--- config.mk ---
export PLATFORM = sky130hd
export DESIGN_NAME = oversampled_ir_packet_receiver
export DESIGN_NICKNAME = d
export VERILOG_FILES = /design/src/sv/opir_pkg.sv /design/src/sv/opir_ram.sv /design/src/sv/opir_bit_timer.sv /design/src/sv/opir_packet_buf.sv /design/src/sv/oversampled_ir_packet_receiver.sv
export SDC_FILE = /design/constraint.sdc
export NUM_CORES = 1
export LEC_CHECK = 0
export BUFFER_PORTS_ARGS = -buffer_cell sky130_fd_sc_hd__buf_2
export CAP_MARGIN = 20
export CORE_MARGIN = 2
export CORE_UTILIZATION = 45
export DETAILED_ROUTE_END_ITERATION = 10
export PLACE_DENSITY = 0.72
export SYNTH_ARGS = -nofsm -noshare
export SYNTH_HDL_FRONTEND = slang
export SYNTH_SLANG_ARGS = --single-unit
--- constraint.sdc ---
create_clock -name clk -period 12.3 [get_ports clk]
set_clock_uncertainty 0.2 [all_clocks]
set_input_delay 1.845 -clock clk [delete_from_list [all_inputs] [get_ports clk]]
set_output_delay 1.845 -clock clk [all_outputs]
set_load 0.005 [all_outputs]
--- src/sv/opir_pkg.sv ---
// Shared types and constants of the oversampled IR packet receiver.
// No dependencies; imported by every module of the block except opir_ram.
package opir_pkg;

  typedef logic signed [5:0] tick_t;
  typedef logic signed [8:0] bias_t;
  typedef logic [0:0]        reg_idx_t;

  // configuration register indexes
  localparam reg_idx_t REG_START_CODE = 1'b0;
  localparam reg_idx_t REG_ZERO_LIMIT = 1'b1;

  localparam logic [3:0] START_CODE_RST = 4'd12;
  localparam logic [3:0] ZERO_LIMIT_RST = 4'd10;

  // bit timing
  localparam tick_t BIT_TICKS  = 6'sd30;
  localparam tick_t MID_TICK   = 6'sd16;
  localparam tick_t MID_LESS1  = 6'sd15;
  localparam tick_t EARLY_EDGE = 6'sd4;
  localparam tick_t LATE_EDGE  = 6'sd27;
  localparam tick_t TICK_IDLE  = 6'sd1;
  localparam tick_t TICK_SHIFT = 6'sd2;
  localparam bias_t BIAS_IDLE   = 9'sd15;
  localparam bias_t LATE_BIAS   = 9'sd28;
  localparam bias_t STRONG_BIAS = 9'sd100;
  localparam logic [3:0] HITS_MAX   = 4'd15;
  localparam logic [4:0] START_HITS = 5'd4;

  // start nibble halves
  localparam logic [3:0] START_HI = 4'hC;
  localparam logic [3:0] START_LO = 4'h3;

  localparam logic [7:0] SUM_BASE = 8'hFF;

  // look directions, in priority order
  localparam logic [1:0] DIR_FRONT = 2'd0;
  localparam logic [1:0] DIR_BACK  = 2'd1;
  localparam logic [1:0] DIR_RIGHT = 2'd2;
  localparam logic [1:0] DIR_LEFT  = 2'd3;

  // result status codes
  localparam logic [1:0] STATUS_GOOD      = 2'd0;
  localparam logic [1:0] STATUS_BAD_START = 2'd1;
  localparam logic [1:0] STATUS_BAD_SUM   = 2'd2;

  // decoder to packet buffer events
  typedef struct packed {
    logic       byte_done;  // a full byte was decoded
    logic       pkt_done;   // that byte closes the packet
    logic       restart;    // decoder went back to idle
    logic       bad;        // start nibble did not match
    logic [7:0] data;
  } opir_byte_ev_t;

  typedef enum logic [1:0] {
    EM_IDLE,
    EM_READ,
    EM_SHOW
  } opir_emit_state_t;

endpackage

--- src/sv/opir_ram.sv ---
// Generic single-port-write, single-port-read RAM with registered read.
// No dependencies.
module opir_ram #(
  parameter int WIDTH = 8,
  parameter int DEPTH = 8
) (
  input  logic                     clk,
  input  logic                     we,
  input  logic [$clog2(DEPTH)-1:0] waddr,
  input  logic [WIDTH-1:0]         wdata,
  input  logic                     re,
  input  logic [$clog2(DEPTH)-1:0] raddr,
  output logic [WIDTH-1:0]         rdata
);

  logic [WIDTH-1:0] mem [DEPTH];

  always_ff @(posedge clk) begin
    if (we) begin
      mem[waddr] <= wdata;
    end
    if (re) begin
      rdata <= mem[raddr];
    end
  end

endmodule

--- src/sv/opir_bit_timer.sv ---
// Sample-tick decoder: direction pick, Manchester bit timing, start nibble, bytes.
// Depends on opir_pkg; feeds opir_packet_buf with byte events.
module opir_bit_timer
  import opir_pkg::*;
#(
  parameter int PACKET_BYTES = 8,
  parameter int AW = $clog2(PACKET_BYTES)
) (
  input  logic          clk,
  input  logic          rst,
  input  logic          accept,
  input  logic [3:0]    pins,
  input  logic          cfg_we,
  input  reg_idx_t      cfg_index,
  input  logic [3:0]    cfg_data,
  output opir_byte_ev_t ev,
  output logic [AW-1:0] byte_addr
);

  localparam int BW = $clog2(PACKET_BYTES + 1);
  localparam logic [BW-1:0] LAST_BYTE = BW'(PACKET_BYTES - 1);

  logic [3:0] start_code, zero_limit;

  logic          sampling, sampling_next;
  logic [1:0]    look_dir, look_dir_next;
  logic [1:0]    phase, phase_next;
  logic [3:0]    start_bits, start_bits_next;
  logic          start_bad, start_bad_next;
  logic [2:0]    bitpos, bitpos_next;
  logic [BW-1:0] bytes_done, bytes_done_next;
  tick_t         tick, tick_next;
  bias_t         bias, bias_next;
  logic [3:0]    early, early_next;
  logic [3:0]    late, late_next;
  logic [3:0]    zbits, zbits_next;
  logic [6:0]    acc, acc_next;

  logic [3:0] active;
  logic       hit, sample, go_idle, mid_bias;
  tick_t      tick_n, delta;
  bias_t      bias_a;
  logic [3:0] early_a, late_a, z_inc;
  logic [3:0] nibble;

  assign active    = ~pins;
  assign byte_addr = bytes_done[AW-1:0];

  always_comb begin
    unique case (look_dir)
      DIR_FRONT: hit = active[3];
      DIR_BACK:  hit = active[2];
      DIR_RIGHT: hit = active[1];
      default:   hit = active[0];
    endcase
  end

  // per-tick bias and drift counters
  always_comb begin
    tick_n   = tick + TICK_IDLE;
    delta    = (tick_n < MID_TICK) ? MID_TICK - tick_n : MID_LESS1 - tick_n;
    bias_a   = hit ? bias + 9'(delta) : bias;
    early_a  = (hit && tick_n < EARLY_EDGE && early < HITS_MAX) ? early + 4'd1 : early;
    late_a   = (hit && tick_n > LATE_EDGE && late < HITS_MAX) ? late + 4'd1 : late;
    mid_bias = (bias_a < STRONG_BIAS) && (bias_a > -STRONG_BIAS);
    z_inc    = (bias_a == '0 && zbits < HITS_MAX) ? zbits + 4'd1 : zbits;
  end

  always_comb begin
    sampling_next   = sampling;
    look_dir_next   = look_dir;
    phase_next      = phase;
    start_bits_next = start_bits;
    start_bad_next  = start_bad;
    bitpos_next     = bitpos;
    bytes_done_next = bytes_done;
    tick_next       = tick;
    bias_next       = bias;
    early_next      = early;
    late_next       = late;
    zbits_next      = zbits;
    acc_next        = acc;
    ev              = '0;
    ev.bad          = start_bad;
    sample          = 1'b0;
    go_idle         = 1'b0;
    nibble          = start_bits;

    if (accept) begin
      if (!sampling) begin
        sampling_next = |active;
        priority if (active[3]) look_dir_next = DIR_FRONT;
        else if (active[2])     look_dir_next = DIR_BACK;
        else if (active[1])     look_dir_next = DIR_RIGHT;
        else if (active[0])     look_dir_next = DIR_LEFT;
        else                    look_dir_next = look_dir;
      end else begin
        tick_next = tick_n;
        if (tick_n > 6'sd0) begin
          bias_next  = bias_a;
          early_next = early_a;
          late_next  = late_a;
          if (tick_n >= BIT_TICKS) begin
            sample     = ~bias_a[8];
            tick_next  = '0;
            bias_next  = '0;
            early_next = '0;
            late_next  = '0;
            if (phase < 2'd2) begin
              sample = ({1'b0, early_a} + {1'b0, late_a}) > START_HITS;
            end else if (mid_bias) begin
              zbits_next = z_inc;
              if (z_inc > zero_limit) begin
                go_idle = 1'b1;
              end else if (early_a < 4'd2 && late_a < 4'd2) begin
                tick_next = sample ? -TICK_SHIFT : TICK_SHIFT;
              end else if (early_a > 4'd1 && late_a > 4'd1) begin
                tick_next = sample ? TICK_SHIFT : -TICK_SHIFT;
                bias_next = sample ? LATE_BIAS : '0;
              end
            end

            if (!go_idle) begin
              unique case (phase)
                2'd0: begin
                  start_bits_next = sample ? START_HI : '0;
                  phase_next      = 2'd1;
                end
                2'd1: begin
                  nibble          = start_bits | (sample ? START_LO : '0);
                  start_bits_next = nibble;
                  phase_next      = 2'd2;
                  if (nibble == start_code) begin
                    start_bad_next = 1'b0;
                  end else if (nibble == '0) begin
                    go_idle = 1'b1;
                  end else begin
                    start_bad_next = 1'b1;
                  end
                end
                default: begin
                  acc_next = {acc[5:0], sample};
                  if (bitpos == 3'd0) begin
                    ev.byte_done    = 1'b1;
                    ev.data         = {acc, sample};
                    bitpos_next     = 3'd7;
                    bytes_done_next = bytes_done + 1'b1;
                    if (bytes_done == LAST_BYTE) begin
                      ev.pkt_done = 1'b1;
                      go_idle     = 1'b1;
                    end
                  end else begin
                    bitpos_next = bitpos - 3'd1;
                  end
                end
              endcase
            end
          end
        end
      end
    end

    if (go_idle) begin
      ev.restart      = 1'b1;
      sampling_next   = 1'b0;
      phase_next      = '0;
      start_bits_next = '0;
      start_bad_next  = 1'b0;
      bitpos_next     = 3'd7;
      bytes_done_next = '0;
      tick_next       = TICK_IDLE;
      bias_next       = BIAS_IDLE;
      early_next      = 4'd1;
      late_next       = '0;
      zbits_next      = '0;
    end
  end

  always_ff @(posedge clk) begin
    if (rst) begin
      start_code <= START_CODE_RST;
      zero_limit <= ZERO_LIMIT_RST;
      sampling   <= 1'b0;
      look_dir   <= DIR_FRONT;
      phase      <= '0;
      start_bits <= '0;
      start_bad  <= 1'b0;
      bitpos     <= 3'd7;
      bytes_done <= '0;
      tick       <= TICK_IDLE;
      bias       <= BIAS_IDLE;
      early      <= 4'd1;
      late       <= '0;
      zbits      <= '0;
    end else begin
      if (cfg_we && cfg_index == REG_START_CODE) start_code <= cfg_data;
      if (cfg_we && cfg_index == REG_ZERO_LIMIT) zero_limit <= cfg_data;
      sampling   <= sampling_next;
      look_dir   <= look_dir_next;
      phase      <= phase_next;
      start_bits <= start_bits_next;
      start_bad  <= start_bad_next;
      bitpos     <= bitpos_next;
      bytes_done <= bytes_done_next;
      tick       <= tick_next;
      bias       <= bias_next;
      early      <= early_next;
      late       <= late_next;
      zbits      <= zbits_next;
    end
  end

  // partial byte, MSB first
  always_ff @(posedge clk) begin
    acc <= acc_next;
  end

endmodule

--- src/sv/opir_packet_buf.sv ---
// Packet store in RAM, running checksum and result word sequencer.
// Depends on opir_pkg and opir_ram.
module opir_packet_buf
  import opir_pkg::*;
#(
  parameter int PACKET_BYTES = 8,
  parameter int AW = $clog2(PACKET_BYTES)
) (
  input  logic          clk,
  input  logic          rst,
  input  opir_byte_ev_t ev,
  input  logic [AW-1:0] byte_addr,
  output logic          busy,
  output logic          out_valid,
  input  logic          out_ready,
  output logic [4:0]    out_index,
  output logic [7:0]    out_byte,
  output logic [1:0]    out_status,
  output logic          out_last
);

  localparam logic [AW-1:0] LAST_ADDR = AW'(PACKET_BYTES - 1);

  opir_emit_state_t state, state_next;
  logic [AW-1:0] idx;
  logic [7:0]    sum;
  logic [1:0]    status_r;
  logic          bad_r;
  logic          ram_re, load, idx_inc, final_word;
  logic [7:0]    rdata;

  opir_ram #(.WIDTH(8), .DEPTH(PACKET_BYTES)) u_ram (
    .clk   (clk),
    .we    (ev.byte_done && !ev.bad),
    .waddr (byte_addr),
    .wdata (ev.data),
    .re    (ram_re),
    .raddr (idx),
    .rdata (rdata)
  );

  assign busy       = (state != EM_IDLE);
  assign final_word = bad_r || (idx == LAST_ADDR);

  always_comb begin
    state_next = state;
    unique case (state)
      EM_IDLE: if (ev.pkt_done) state_next = ev.bad ? EM_SHOW : EM_READ;
      EM_READ: state_next = EM_SHOW;
      EM_SHOW: if (!out_valid || out_ready) state_next = final_word ? EM_IDLE : EM_READ;
      default: state_next = EM_IDLE;
    endcase
  end

  always_comb begin
    ram_re  = 1'b0;
    load    = 1'b0;
    idx_inc = 1'b0;
    unique case (state)
      EM_READ: ram_re = 1'b1;
      EM_SHOW: begin
        load    = !out_valid || out_ready;
        idx_inc = load && !final_word;
      end
      default: ;
    endcase
  end

  always_ff @(posedge clk) begin
    if (rst) begin
      state     <= EM_IDLE;
      sum       <= '0;
      out_valid <= 1'b0;
    end else begin
      state <= state_next;
      if (ev.pkt_done || ev.restart) begin
        sum <= '0;
      end else if (ev.byte_done && !ev.bad && byte_addr != LAST_ADDR) begin
        sum <= sum + ev.data;
      end
      if (load) begin
        out_valid <= 1'b1;
      end else if (out_ready) begin
        out_valid <= 1'b0;
      end
    end
  end

  always_ff @(posedge clk) begin
    if (state == EM_IDLE && ev.pkt_done) begin
      idx   <= '0;
      bad_r <= ev.bad;
      if (ev.bad) begin
        status_r <= STATUS_BAD_START;
      end else begin
        status_r <= ((SUM_BASE - sum) != ev.data) ? STATUS_BAD_SUM : STATUS_GOOD;
      end
    end else if (idx_inc) begin
      idx <= idx + 1'b1;
    end
    if (load) begin
      out_index  <= bad_r ? 5'd0 : 5'(idx);
      out_byte   <= bad_r ? 8'd0 : rdata;
      out_status <= status_r;
      out_last   <= final_word;
    end
  end

endmodule

--- src/sv/oversampled_ir_packet_receiver.sv ---
// Oversampled IR packet receiver, top level.
// Depends on opir_pkg, opir_bit_timer, opir_packet_buf (and through it opir_ram).
//
// Slave stream: one word per IR sample tick, s_tdata[3:0] = pins (active low,
// bit3 front, bit2 back, bit1 right, bit0 left). A word is taken while no packet
// is being streamed out.
// Master stream: one word per received packet byte; m_tlast marks the final
// word of the packet. A bad start nibble gives a single word with status 1.
// Config port: cfg_we writes cfg_data into register cfg_index (0 start code,
// 1 zero-bias limit); write only while no packet is in flight.
// After the tick ending the last bit, m_tvalid rises once the packet buffer has done
// a RAM read and then an output register load (only the load for a bad start).
// Each further byte again takes one RAM read and one output register load, and
// s_tready stays low until the last word of the packet has been loaded.
// A stalled master side holds the output register and freezes the read
// sequencer; sample words are not taken until the last word has been loaded.
// Reset (rst, synchronous) returns the decoder to waiting for pin activity,
// restores the register defaults and drops m_tvalid. The RAM needs no clearing.
module oversampled_ir_packet_receiver
  import opir_pkg::*;
#(
  parameter int PACKET_BYTES = 8
) (
  input  logic        clk,
  input  logic        rst,
  input  logic        s_tvalid,
  output logic        s_tready,
  input  logic [7:0]  s_tdata,   // [3:0] pins, [7:4] zero
  output logic        m_tvalid,
  input  logic        m_tready,
  output logic [15:0] m_tdata,   // [4:0] byte_index, [12:5] data_byte, [14:13] status, [15] zero
  output logic        m_tlast,
  input  logic        cfg_we,
  input  reg_idx_t    cfg_index,
  input  logic [3:0]  cfg_data
);

  localparam int AW = $clog2(PACKET_BYTES);

  opir_byte_ev_t ev;
  logic [AW-1:0] byte_addr;
  logic          busy;
  logic [4:0]    out_index;
  logic [7:0]    out_byte;
  logic [1:0]    out_status;

  assign s_tready = !busy;
  assign m_tdata  = {1'b0, out_status, out_byte, out_index};

  opir_bit_timer #(.PACKET_BYTES(PACKET_BYTES), .AW(AW)) u_timer (
    .clk       (clk),
    .rst       (rst),
    .accept    (s_tvalid && s_tready),
    .pins      (s_tdata[3:0]),
    .cfg_we    (cfg_we),
    .cfg_index (cfg_index),
    .cfg_data  (cfg_data),
    .ev        (ev),
    .byte_addr (byte_addr)
  );

  opir_packet_buf #(.PACKET_BYTES(PACKET_BYTES), .AW(AW)) u_buf (
    .clk        (clk),
    .rst        (rst),
    .ev         (ev),
    .byte_addr  (byte_addr),
    .busy       (busy),
    .out_valid  (m_tvalid),
    .out_ready  (m_tready),
    .out_index  (out_index),
    .out_byte   (out_byte),
    .out_status (out_status),
    .out_last   (m_tlast)
  );

endmodule

==> run_results.csv, run 1 <==
group,metric,value,unit
synth,ys_warn_count,0,
timing,period_share,0.825,
final_layout,fin_util,0.502,
placed_design,dp_slack,2200,ps
final_layout,nets,837,
global_route,grt_busiest_layer,"met2",
worst_setup_path,crit_end,"u_buf.sum[7]",
clocking,clockBufferDepth,2,
worst_setup_path,crit_start,"u_timer.tick[0]",
synth,synth-edff-count,96,
power_and_ir_drop,power.leakage,3.30,nW
final_layout,layout_common_cells,"96 x edfxtp_1, 73 x nor2_1, 65 x dfxtp_1",
clocking,post_cts_buffers,0,
global_route,grt_pass1_vias,5433,
clocking,ctsRootBufferMaster,"clkbuf_16",
floorplanning,io_pins,37,
clocking,clk_pin_slew_worst_paths,70,ps
synth,syn_inst,756,
worst_setup_path,crit_path_start_kind,"register",
drt,drt_wl_total,16900,um
worst_setup_path,r2r_setup_slack,2150,ps
final_layout,final_common_cell,"edfxtp_1",
placed_design,hpwlAfterDp,11600,um
final_layout,design_area,9370,um2
drt,dr.pass1.iters,5,
placed_design,place_area,8770,um2
synth,synth_cell_type_count,86,
clocking,cts_max_level,4,
global_route,overflow,0,
floorplanning,start_util,0.456,
worst_setup_path,slowest_delay,670,ps
synth,synth_seq_cells,161,
floorplanning,core,18600,um2
final_layout,diodes,0,
drt,vias_per_cell,5.66,
synth,synth_top_area_frac,0.339,
worst_setup_path,worst_r2r_path_depth,37,
synth,ys.flop_type,"edfxtp_1",
clocking,clock_latency,420,ps
synth,async_flop_share,0,
timing,finalWorstSetupSlack,2150,ps
drt,wl_per_cell,16.5,um
clocking,cts_hold_buffers,0,
timing,finalSetupViolCount,0,
timing,finalMaxSlewViolations,0,
final_layout,n_fill_cell,1653,
global_route,grt_use_met3,0.0395,
synth,yosysTopAreaCell,"edfxtp_1",
synth,synth_area_leaders,"edfxtp_1 34%, dfxtp_1 15%, ha_1 5.6%",
global_route,grt_pass1_wl,27600,um
timing,finalSetupTns,0,ps
drt,drtAntennaViolNets,0,
timing,timing.fmax,98.5,MHz
worst_setup_path,worst_ep_required_time,12440,ps
worst_setup_path,crit_fanout,22,
drt,drt_iter0_markers,358,
placed_design,gp_congestion,0.851,
global_route,grt_max_degree,32,
synth,synth_area,8500,um2
timing,rsz0062_at_grt,"false",
timing,worstMarginPinSlew,1030,ps
worst_setup_path,path_class,"register to register",
drt,routed-via-count,5803,
worst_setup_path,slowest_stage,"and2_1",
clocking,cts_resized,0,
global_route,antenna_found_initial,0,
timing,slew_headroom,0.314,
clocking,cts.sinks,161,
run,cap_violations,0,
floorplanning,die_h,141,um
power_and_ir_drop,power_density,128,nW/um2
clocking,cts_tree,"yes",
worst_setup_path,end_kind,"register",
run_status,status,"completed",
global_route,grtUsageTotal,0.174,
global_route,use_met1,0.231,
final_layout,synthToLayoutAreaGrowth,10.2,%
timing,timing.final.crit_period,10150,ps
placed_design,portBuffers,29,
worst_setup_path,rr_startpoint,"u_timer.tick[0]",
hold_path,hold_path.class,"register to register",
clocking,cts-buffers-inserted,17,
power_and_ir_drop,max-vdd-ir-drop,0.0000994,V
synth,postSynthAreaPerCell,11.2,um2
global_route,met2_usage,0.288,
floorplanning,dieArea,20000,um2
drt,drc_errors,0,
hold_path,holdCritStartpoint,"u_buf.status_r[0]",
timing,hold_viol,0,
floorplanning,num_rows,50,
worst_setup_path,rr_endpoint,"u_buf.sum[7]",
synth,synth-seq-area-share,0.492,
worst_setup_path,cp_data_arrival_time,10290,ps
floorplanning,fp.dieW,141,um
final_layout,drive_gt1_frac,0.166,
[report_power, final]
group	internal [W]	switching, W	total, W
Sequential	0.000569	0.00000601	0.000575
Combinational	0.0000379	0.0000568	0.0000947
Clock	0.000302	0.000224	0.000526
Total	0.000909	0.000287	0.00120
[metal layers]
layer / part of all wire / wire length (um)
met1: 0.46 / 7870
met2: 0.48 / 8120
met3: 0.043 / 730
met4: 0.013 / 218
met5: 0 / 0
[final cells by class]
| cell class | instances | area (um2) | area share |
|---|---|---|---|
| Sequential cell | 161 | 4180 | 0.447 |
| Multi-Input combinational cell | 532 | 4000 | 0.427 |
| Clock buffer | 18 | 429 | 0.0458 |
| Tap cell | 234 | 293 | 0.0313 |
| Timing Repair Buffer | 36 | 198 | 0.0211 |
| Clock inverter | 14 | 151 | 0.0162 |
| Inverter | 30 | 113 | 0.0120 |
[synth_stat cells (4+ instances only)]
library cell / n
a211o_1: 5
nand2b_1: 11
buf_2: 4
nor4_1: 4
nor2b_1: 21
a21oi_1: 37
buf_6: 4
o21a_1: 5
mux2i_1: 20
or3_1: 7
inv_1: 30
nand2_1: 39
o211ai_1: 4
mux4_2: 17
dfxtp_1: 65
buf_4: 5
mux2_2: 11
clkbuf_1: 18
a211oi_1: 8
and3_1: 19
a22oi_1: 5
nor3b_1: 6
o21ai_0: 23
or2_2: 6
and4_1: 4
nand4_1: 8
xnor2_1: 17
nand3_1: 24
a221oi_1: 4
ha_1: 38
nor2_1: 73
nor3_1: 19
edfxtp_1: 96
xor2_1: 16
a31oi_1: 7
[logic make-up (layout without fill, tap and decap cells)]
kind of cell / count (synthesis) / in the layout / synth area share
XOR/XNOR: 34 / 34 / 0.0372
buffers and inverters: 65 / 98 / 0.0386
other: 1 / 3 / 0.000441
adder cells (fa/ha/maj): 41 / 41 / 0.0630
multiplexers: 50 / 50 / 0.0864
flip-flops: 161 / 161 / 0.492
AND/OR/NAND/NOR: 267 / 267 / 0.168
AO/OA/AOI/OAI: 137 / 137 / 0.114
[worst min-delay path by stage]
| stage | to | slack [ps] | cells after the start |
|---|---|---|---|
| 6_report | u_buf.out_status[0] | 230 | 0 |
| 4_1_cts | u_buf.out_status[0] | 220 | 0 |
| 3_5_place_dp | u_buf.out_status[0] | 210 | 0 |
| 2_1_floorplan | u_buf.out_status[0] | 200 | 0 |
| 5_1_grt | u_buf.out_status[0] | 240 | 0 |
| 3_3_place_gp | u_buf.out_status[0] | 200 | 0 |
[state kept, by name, indices dropped and copies added (netlist names), 4 cells and up]
name                flops
u_timer.tick            6
u_buf.u_ram.rdata       8
u_timer.zbits           4
u_timer.acc             7
u_timer.early           4
u_buf.sum               8
u_timer.zero_limit      4
u_buf.out_byte          8
u_buf.u_ram.mem        64
u_timer.bias            9
u_timer.late            4
u_timer.bytes_done      4
u_timer.start_code      4
[worst max-delay path, delay by kind of cell (launching register included)]
kind	cells	cell delay, ps
multiplexers	2	760
adder cells (fa/ha/maj)	5	1950
AND/OR/NAND/NOR	9	2520
AO/OA/AOI/OAI	17	2900
XOR/XNOR	4	1100
flip-flops	1	600
[through the flow]
stage / total power (W) / instances / hold slack [ps]
after global routing: 0.00124 / 1025 / 245
after floorplan: 0.000661 / 758 / 200
after detailed placement: 0.000680 / 991 / 207
after CTS: 0.00120 / 1023 / 223
final: 0.00120 / 1025 / 228
after global placement: 0.000679 / 991 / 204
Note: power is estimated with default switching activity, not from simulation.
==> run 2, diff against run 1 <==
ABC_AREA = 1   (was not set)
clock period = 9.75 ns   (was 12.3 ns; I/O delays follow)
==> run_results.csv, run 2 <==
group,metric,value,unit
clocking,cts_tree,"yes",
final_layout,largest_register_ffs,64,
placed_design,gp_congestion,0.872,
timing,finalSetupTns,0,ps
synth,synth_top_area_frac,0.342,
worst_setup_path,cpMostUsedCell,"inv_1",
clocking,ctsRootBufferMaster,"clkbuf_16",
clocking,cts-buffers-inserted,17,
final_layout,diodes,0,
worst_setup_path,crit_fanout,13,
floorplanning,core,18500,um2
placed_design,portBuffers,29,
timing,period_share,0.846,
clocking,clk_pin_slew_worst_paths,70,ps
drt,drt_iter0_markers,465,
final_layout,final_common_cell,"nand2_1",
synth,postSynthAreaPerCell,8.79,um2
timing,finalMaxSlewViolations,0,
timing,timing.final.crit_period,8250,ps
global_route,grt_max_degree,41,
synth,ys_warn_count,0,
timing,finalWorstSetupSlack,1500,ps
worst_setup_path,slowest_stage,"nor2_1",
run,cap_violations,0,
global_route,grt_pass1_wl,29400,um
floorplanning,dieArea,19800,um2
worst_setup_path,crit_path_start_kind,"register",
timing,slew_headroom,0.274,
floorplanning,start_util,0.455,
synth,synth_seq_cells,161,
synth,yosysTopAreaCell,"edfxtp_1",
synth,synth_area,8420,um2
clocking,clock_latency,430,ps
floorplanning,num_rows,50,
floorplanning,io_pins,37,
final_layout,layout_common_cells,"144 x nand2_1, 138 x nor2_1, 118 x inv_1",
timing,finalSetupViolCount,0,
clocking,post_cts_buffers,0,
global_route,grt_pass1_vias,6017,
final_layout,top_register,"u_buf.u_ram.mem",
final_layout,synthToLayoutAreaGrowth,11.2,%
synth,syn_inst,958,
hold_path,hold_path.class,"register to register",
drt,drc_errors,0,
worst_setup_path,cp_data_arrival_time,8380,ps
clocking,cts.sinks,161,
floorplanning,die_h,141,um
global_route,antenna_found_initial,0,
timing,worstMarginPinSlew,1070,ps
synth,synth_area_leaders,"edfxtp_1 34%, dfxtp_1 15%, nand2_1 6.4%",
synth,netlist_top_cells_count,"144 x nand2_1, 138 x nor2_1, 118 x inv_1, 96 x edfxtp_1, 65 x dfxtp_1",
drt,routed-via-count,6493,
worst_setup_path,worst_ep_required_time,9880,ps
drt,wl_per_cell,14.4,um
placed_design,hpwlAfterDp,12100,um
global_route,grtUsageTotal,0.187,
drt,drtAntennaViolNets,0,
final_layout,largestRegisters,"u_buf.u_ram.mem x64, u_timer.bias x9",
final_layout,nets,1049,
timing,hold_viol,0,
final_layout,fin_cells,1237,
clocking,clockBufferDepth,2,
synth,ys.flop_type,"edfxtp_1",
floorplanning,fp.dieW,141,um
run_status,status,"completed",
drt,vias_per_cell,5.25,
synth,async_flop_share,0,
worst_setup_path,path_class,"register to register",
global_route,overflow,0,
power_and_ir_drop,max-vdd-ir-drop,0.000126,V
final_layout,fin_util,0.506,
placed_design,dp_slack,1550,ps
synth,synth.most_common_cell,"nand2_1",
timing,hold_slack,216,ps
clocking,cts_max_level,4,
power_and_ir_drop,power_density,168,nW/um2
drt,drt_wl_total,17800,um
worst_setup_path,slowest_delay,640,ps
power_and_ir_drop,power.leakage,3.86,nW
final_layout,drive_gt1_frac,0.125,
synth,synth-seq-area-share,0.497,
placed_design,dp_cells,1202,
synth,synth_cell_type_count,51,
worst_setup_path,end_kind,"register",
synth,synth-edff-count,96,
clocking,cts_resized,0,
drt,dr.pass1.iters,5,
timing,timing.fmax,121,MHz
clocking,cts_hold_buffers,0,
timing,rsz0062_at_grt,"false",
## run 2: cell types whose count changed after synthesis, moves of 12 or more
cell,previous run,this run
xnor2_1,17,5
nor2b_1,21,0
nand2_2,0,12
mux2i_1,20,0
nor2_1,73,138
inv_1,30,118
and3_1,19,0
mux4_2,17,0
o21ai_0,23,56
nand2_1,39,144
nand3_1,24,57
## run 2: cell families (layout without fill, tap and decap cells)
group | after synthesis | count (layout) | synth area share
AO/OA/AOI/OAI | 163 | 163 | 0.109
XOR/XNOR | 16 | 16 | 0.0166
adder cells (fa/ha/maj) | 41 | 41 | 0.0636
buffers and inverters | 153 | 196 | 0.0751
flip-flops | 161 | 161 | 0.497
other | 1 | 3 | 0.000445
AND/OR/NAND/NOR | 423 | 423 | 0.238
## run 2: worst max-delay path: cells and delay by family, from the launching register on
family / cells / cell delay [ps]
compound gates: 10 / 1610
flops: 1 / 620
buf+inv: 10 / 770
fa+ha+maj: 5 / 1580
simple gates: 23 / 3210
xor+xnor: 1 / 130
## run 2: stage by stage
stage | area (um2) | power (W)
after floorplan | 8430 | 0.000888
after global placement | 8750 | 0.000921
after detailed placement | 8750 | 0.000924
after CTS | 9340 | 0.00159
after global routing | 9360 | 0.00164
final | 9360 | 0.00158
## run 2: power breakdown
group          switching [W]  internal [W]  leakage, nW
registers         0.00000897      0.000722         1.26
logic               0.000118     0.0000617         2.32
clock network       0.000301      0.000363        0.282
total               0.000428       0.00115         3.86
## run 2: metal layers
layer / vias up / wire [um] / GRT usage
li1: 3277 / - / -
met2: 111 / 8810 / 0.319
met5: - / 0 / 0
met4: 0 / 435 / 0.0689
met1: 3072 / 8010 / 0.233
met3: 33 / 537 / 0.0404
## run 2: path summary, 6_finish.rpt
| kind | from | end | slack [ps] | cells after the start |
|---|---|---|---|---|
| worst max register to register | u_timer.tick[0] | u_buf.sum[7] | 1500 | 49 |
| worst min-delay path | u_buf.status_r[1] | u_buf.out_status[1] | 220 | 0 |
| worst min register to register | u_buf.status_r[1] | u_buf.out_status[1] | 220 | 0 |
| worst max-delay path | u_timer.tick[0] | u_buf.sum[7] | 1500 | 49 |
## run 2: area by class of cell
class / count / area [um2]
Timing Repair Buffer: 37 / 209
Clock inverter: 15 / 160
Clock buffer: 17 / 425
Tap cell: 234 / 293
Fill cell: 1711 / 9160
Sequential cell: 161 / 4180
Inverter: 127 / 482
Multi-Input combinational cell: 646 / 3610
==> run 3, diff against run 2 <==
PLACE_DENSITY = 0.75   (was 0.72)
clock period = 7.55 ns   (was 9.75 ns; I/O delays follow)
==> run_results.csv, run 3 (synthesis results as in run 2) <==
group,metric,value,unit
run_status,status,"completed",
clocking,cts_tree,"yes",
clocking,ctsRootBufferMaster,"clkbuf_16",
final_layout,final_common_cell,"nand2_1",
worst_setup_path,path_class,"register to register",
floorplanning,io_pins,37,
hold_path,holdCritStartpoint,"u_buf.status_r[1]",
hold_path,hold_path.class,"register to register",
power_and_ir_drop,p_comb_frac,0.123,
run,cap_violations,0,
power_and_ir_drop,p_int,0.00154,W
placed_design,gp_congestion,0.886,
clocking,clockBufferDepth,2,
power_and_ir_drop,clockPowerShare,0.435,
power_and_ir_drop,seqPwrFrac,0.442,
final_layout,design_area,9650,um2
worst_setup_path,slowest_stage,"fa_1",
hold_path,hold_depth,0,
power_and_ir_drop,power.leakage,4.04,nW
timing,slew_headroom,0.362,
clocking,cts.sinks,161,
global_route,grtUsageTotal,0.187,
final_layout,largestRegisters,"u_buf.u_ram.mem x64, u_timer.bias x9",
global_route,grt_pass1_vias,6292,
worst_setup_path,rr_endpoint,"u_buf.sum[7]",
timing,timing.final.crit_period,7010,ps
worst_setup_path,worst_ep_required_time,7690,ps
drt,vias_per_cell,5.30,
timing,hold_viol,0,
clocking,clk_pin_slew_worst_paths,70,ps
drt,wl_per_cell,14.6,um
worst_setup_path,crit_path_start_kind,"register",
floorplanning,fp.dieW,141,um
worst_setup_path,crit_fanout,13,
timing,hold_slack,223,ps
global_route,overflow,0,
floorplanning,start_util,0.455,
worst_setup_path,rr_startpoint,"u_timer.tick[0]",
placed_design,place_area,8860,um2
final_layout,layout_common_cells,"142 x nand2_1, 136 x nor2_1, 117 x inv_1",
clocking,clock_latency,430,ps
power_and_ir_drop,power_density,221,nW/um2
placed_design,hpwlAfterDp,12400,um
floorplanning,core,18500,um2
final_layout,top_register,"u_buf.u_ram.mem",
clocking,cts_hold_buffers,0,
timing,finalWorstSetupSlack,544,ps
timing,finalSetupTns,0,ps
final_layout,diodes,0,
drt,drtAntennaViolNets,0,
drt,dr.pass1.iters,5,
final_layout,fin_util,0.521,
global_route,grt_pass1_wl,29800,um
worst_setup_path,slowest_delay,410,ps
global_route,grt_max_degree,36,
worst_setup_path,r2r_setup_slack,540,ps
global_route,antenna_found_initial,0,
final_layout,synthToLayoutAreaGrowth,14.7,%
power_and_ir_drop,p_sw_frac,0.278,
timing,timing.fmax,143,MHz
clocking,cts-buffers-inserted,17,
timing,finalMaxSlewViolations,0,
worst_setup_path,cpMostUsedCell,"inv_1",
final_layout,nets,1069,
drt,routed-via-count,6668,
drt,drc_errors,0,
floorplanning,dieArea,19800,um2
final_layout,drive_gt1_frac,0.162,
drt,drt_iter0_markers,485,
clocking,cts_max_level,4,
worst_setup_path,end_kind,"register",
worst_setup_path,cp_data_arrival_time,7140,ps
drt,drt_wl_total,18400,um
power_and_ir_drop,max-vdd-ir-drop,0.000168,V
placed_design,dp_slack,206,ps
timing,finalSetupViolCount,0,
timing,worstMarginPinSlew,956,ps
hold_path,whs_endpoint,"u_buf.out_status[1]",
final_layout,largest_register_ffs,64,
worst_setup_path,worst_r2r_path_depth,48,
timing,period_share,0.928,
floorplanning,num_rows,50,
power_and_ir_drop,p_switching,0.000592,W
placed_design,portBuffers,29,
floorplanning,die_h,141,um
-- run 3: changes by cell type in the layout (fill, tap and decap cells not counted), moves of 3 or more --
cell,change
buf_4,+22
a21oi_1,-3
ha_2,+3
inv_8,+3
inv_6,-4
o21ai_2,+3
a21oi_2,+3
ha_4,+3
ha_1,-6
-- run 3: how the worst max path moves through the flow --
| stage | startpoint | endpoint | slack [ps] | cells past startpoint |
|---|---|---|---|---|
| 2_1_floorplan | u_timer.tick[1] | u_buf.sum[7] | 830 | 50 |
| 4_1_cts | u_timer.tick[0] | u_buf.sum[7] | 110 | 47 |
| 3_5_place_dp | u_timer.tick[2] | u_buf.sum[7] | 210 | 47 |
| 5_1_grt | u_timer.tick[0] | u_buf.sum[7] | -90 | 51 |
| 6_report | u_timer.tick[0] | u_buf.sum[7] | 540 | 48 |
| 3_3_place_gp | u_timer.tick[2] | u_buf.sum[7] | 380 | 49 |
-- run 3: repair_timing --
action | 4_1_cts | 5_1_grt
buffers inserted | 0 | 7
resized for setup | 0 | 26
setup endpoints to repair | 0 | 5
endpoints found under the hold margin | 0 | 0
-- run 3: worst max-delay path: cells and delay by family (launching register included) --
kind                       cells  cell delay [ps]
xor gates and xnor gates       1              160
adders and majority gates      6             1610
AOI/OAI and AO/OA              9             1450
and+or+nand+nor               23             2560
buffers and inverters          9              580
DFF                            1              340
-- run 3: final cells by class --
type	instances	area, um2
Sequential cell	161	4190
Clock buffer	17	425
Clock inverter	15	210
Inverter	127	482
Fill cell	1636	8860
Multi-Input combinational cell	646	3700
Timing Repair Buffer	57	355
Tap cell	234	293
-- run 3: routing by layer --
layer,GRT usage,up-vias,share of wire
met5,0,-,0
met4,0.0732,0,0.026
met3,0.0384,31,0.046
met2,0.314,176,0.49
met1,0.238,3130,0.44
li1,-,3331,-
-- run 3: per-stage QoR --
stage | power, W | instances
after floorplan | 0.00115 | 960
after global placement | 0.00119 | 1216
after detailed placement | 0.00120 | 1216
after CTS | 0.00212 | 1248
after global routing | 0.00221 | 1257
final | 0.00213 | 1257
-- run 3: power groups by stage --
stage,Combinational [W],Clock (W),Sequential [W]
after floorplan,0.000192,0,0.000958
after global placement,0.000234,0,0.000961
after detailed placement,0.000241,0,0.000961
after CTS,0.000244,0.000932,0.000942
after global routing,0.000296,0.000974,0.000944
final,0.000262,0.000926,0.000942
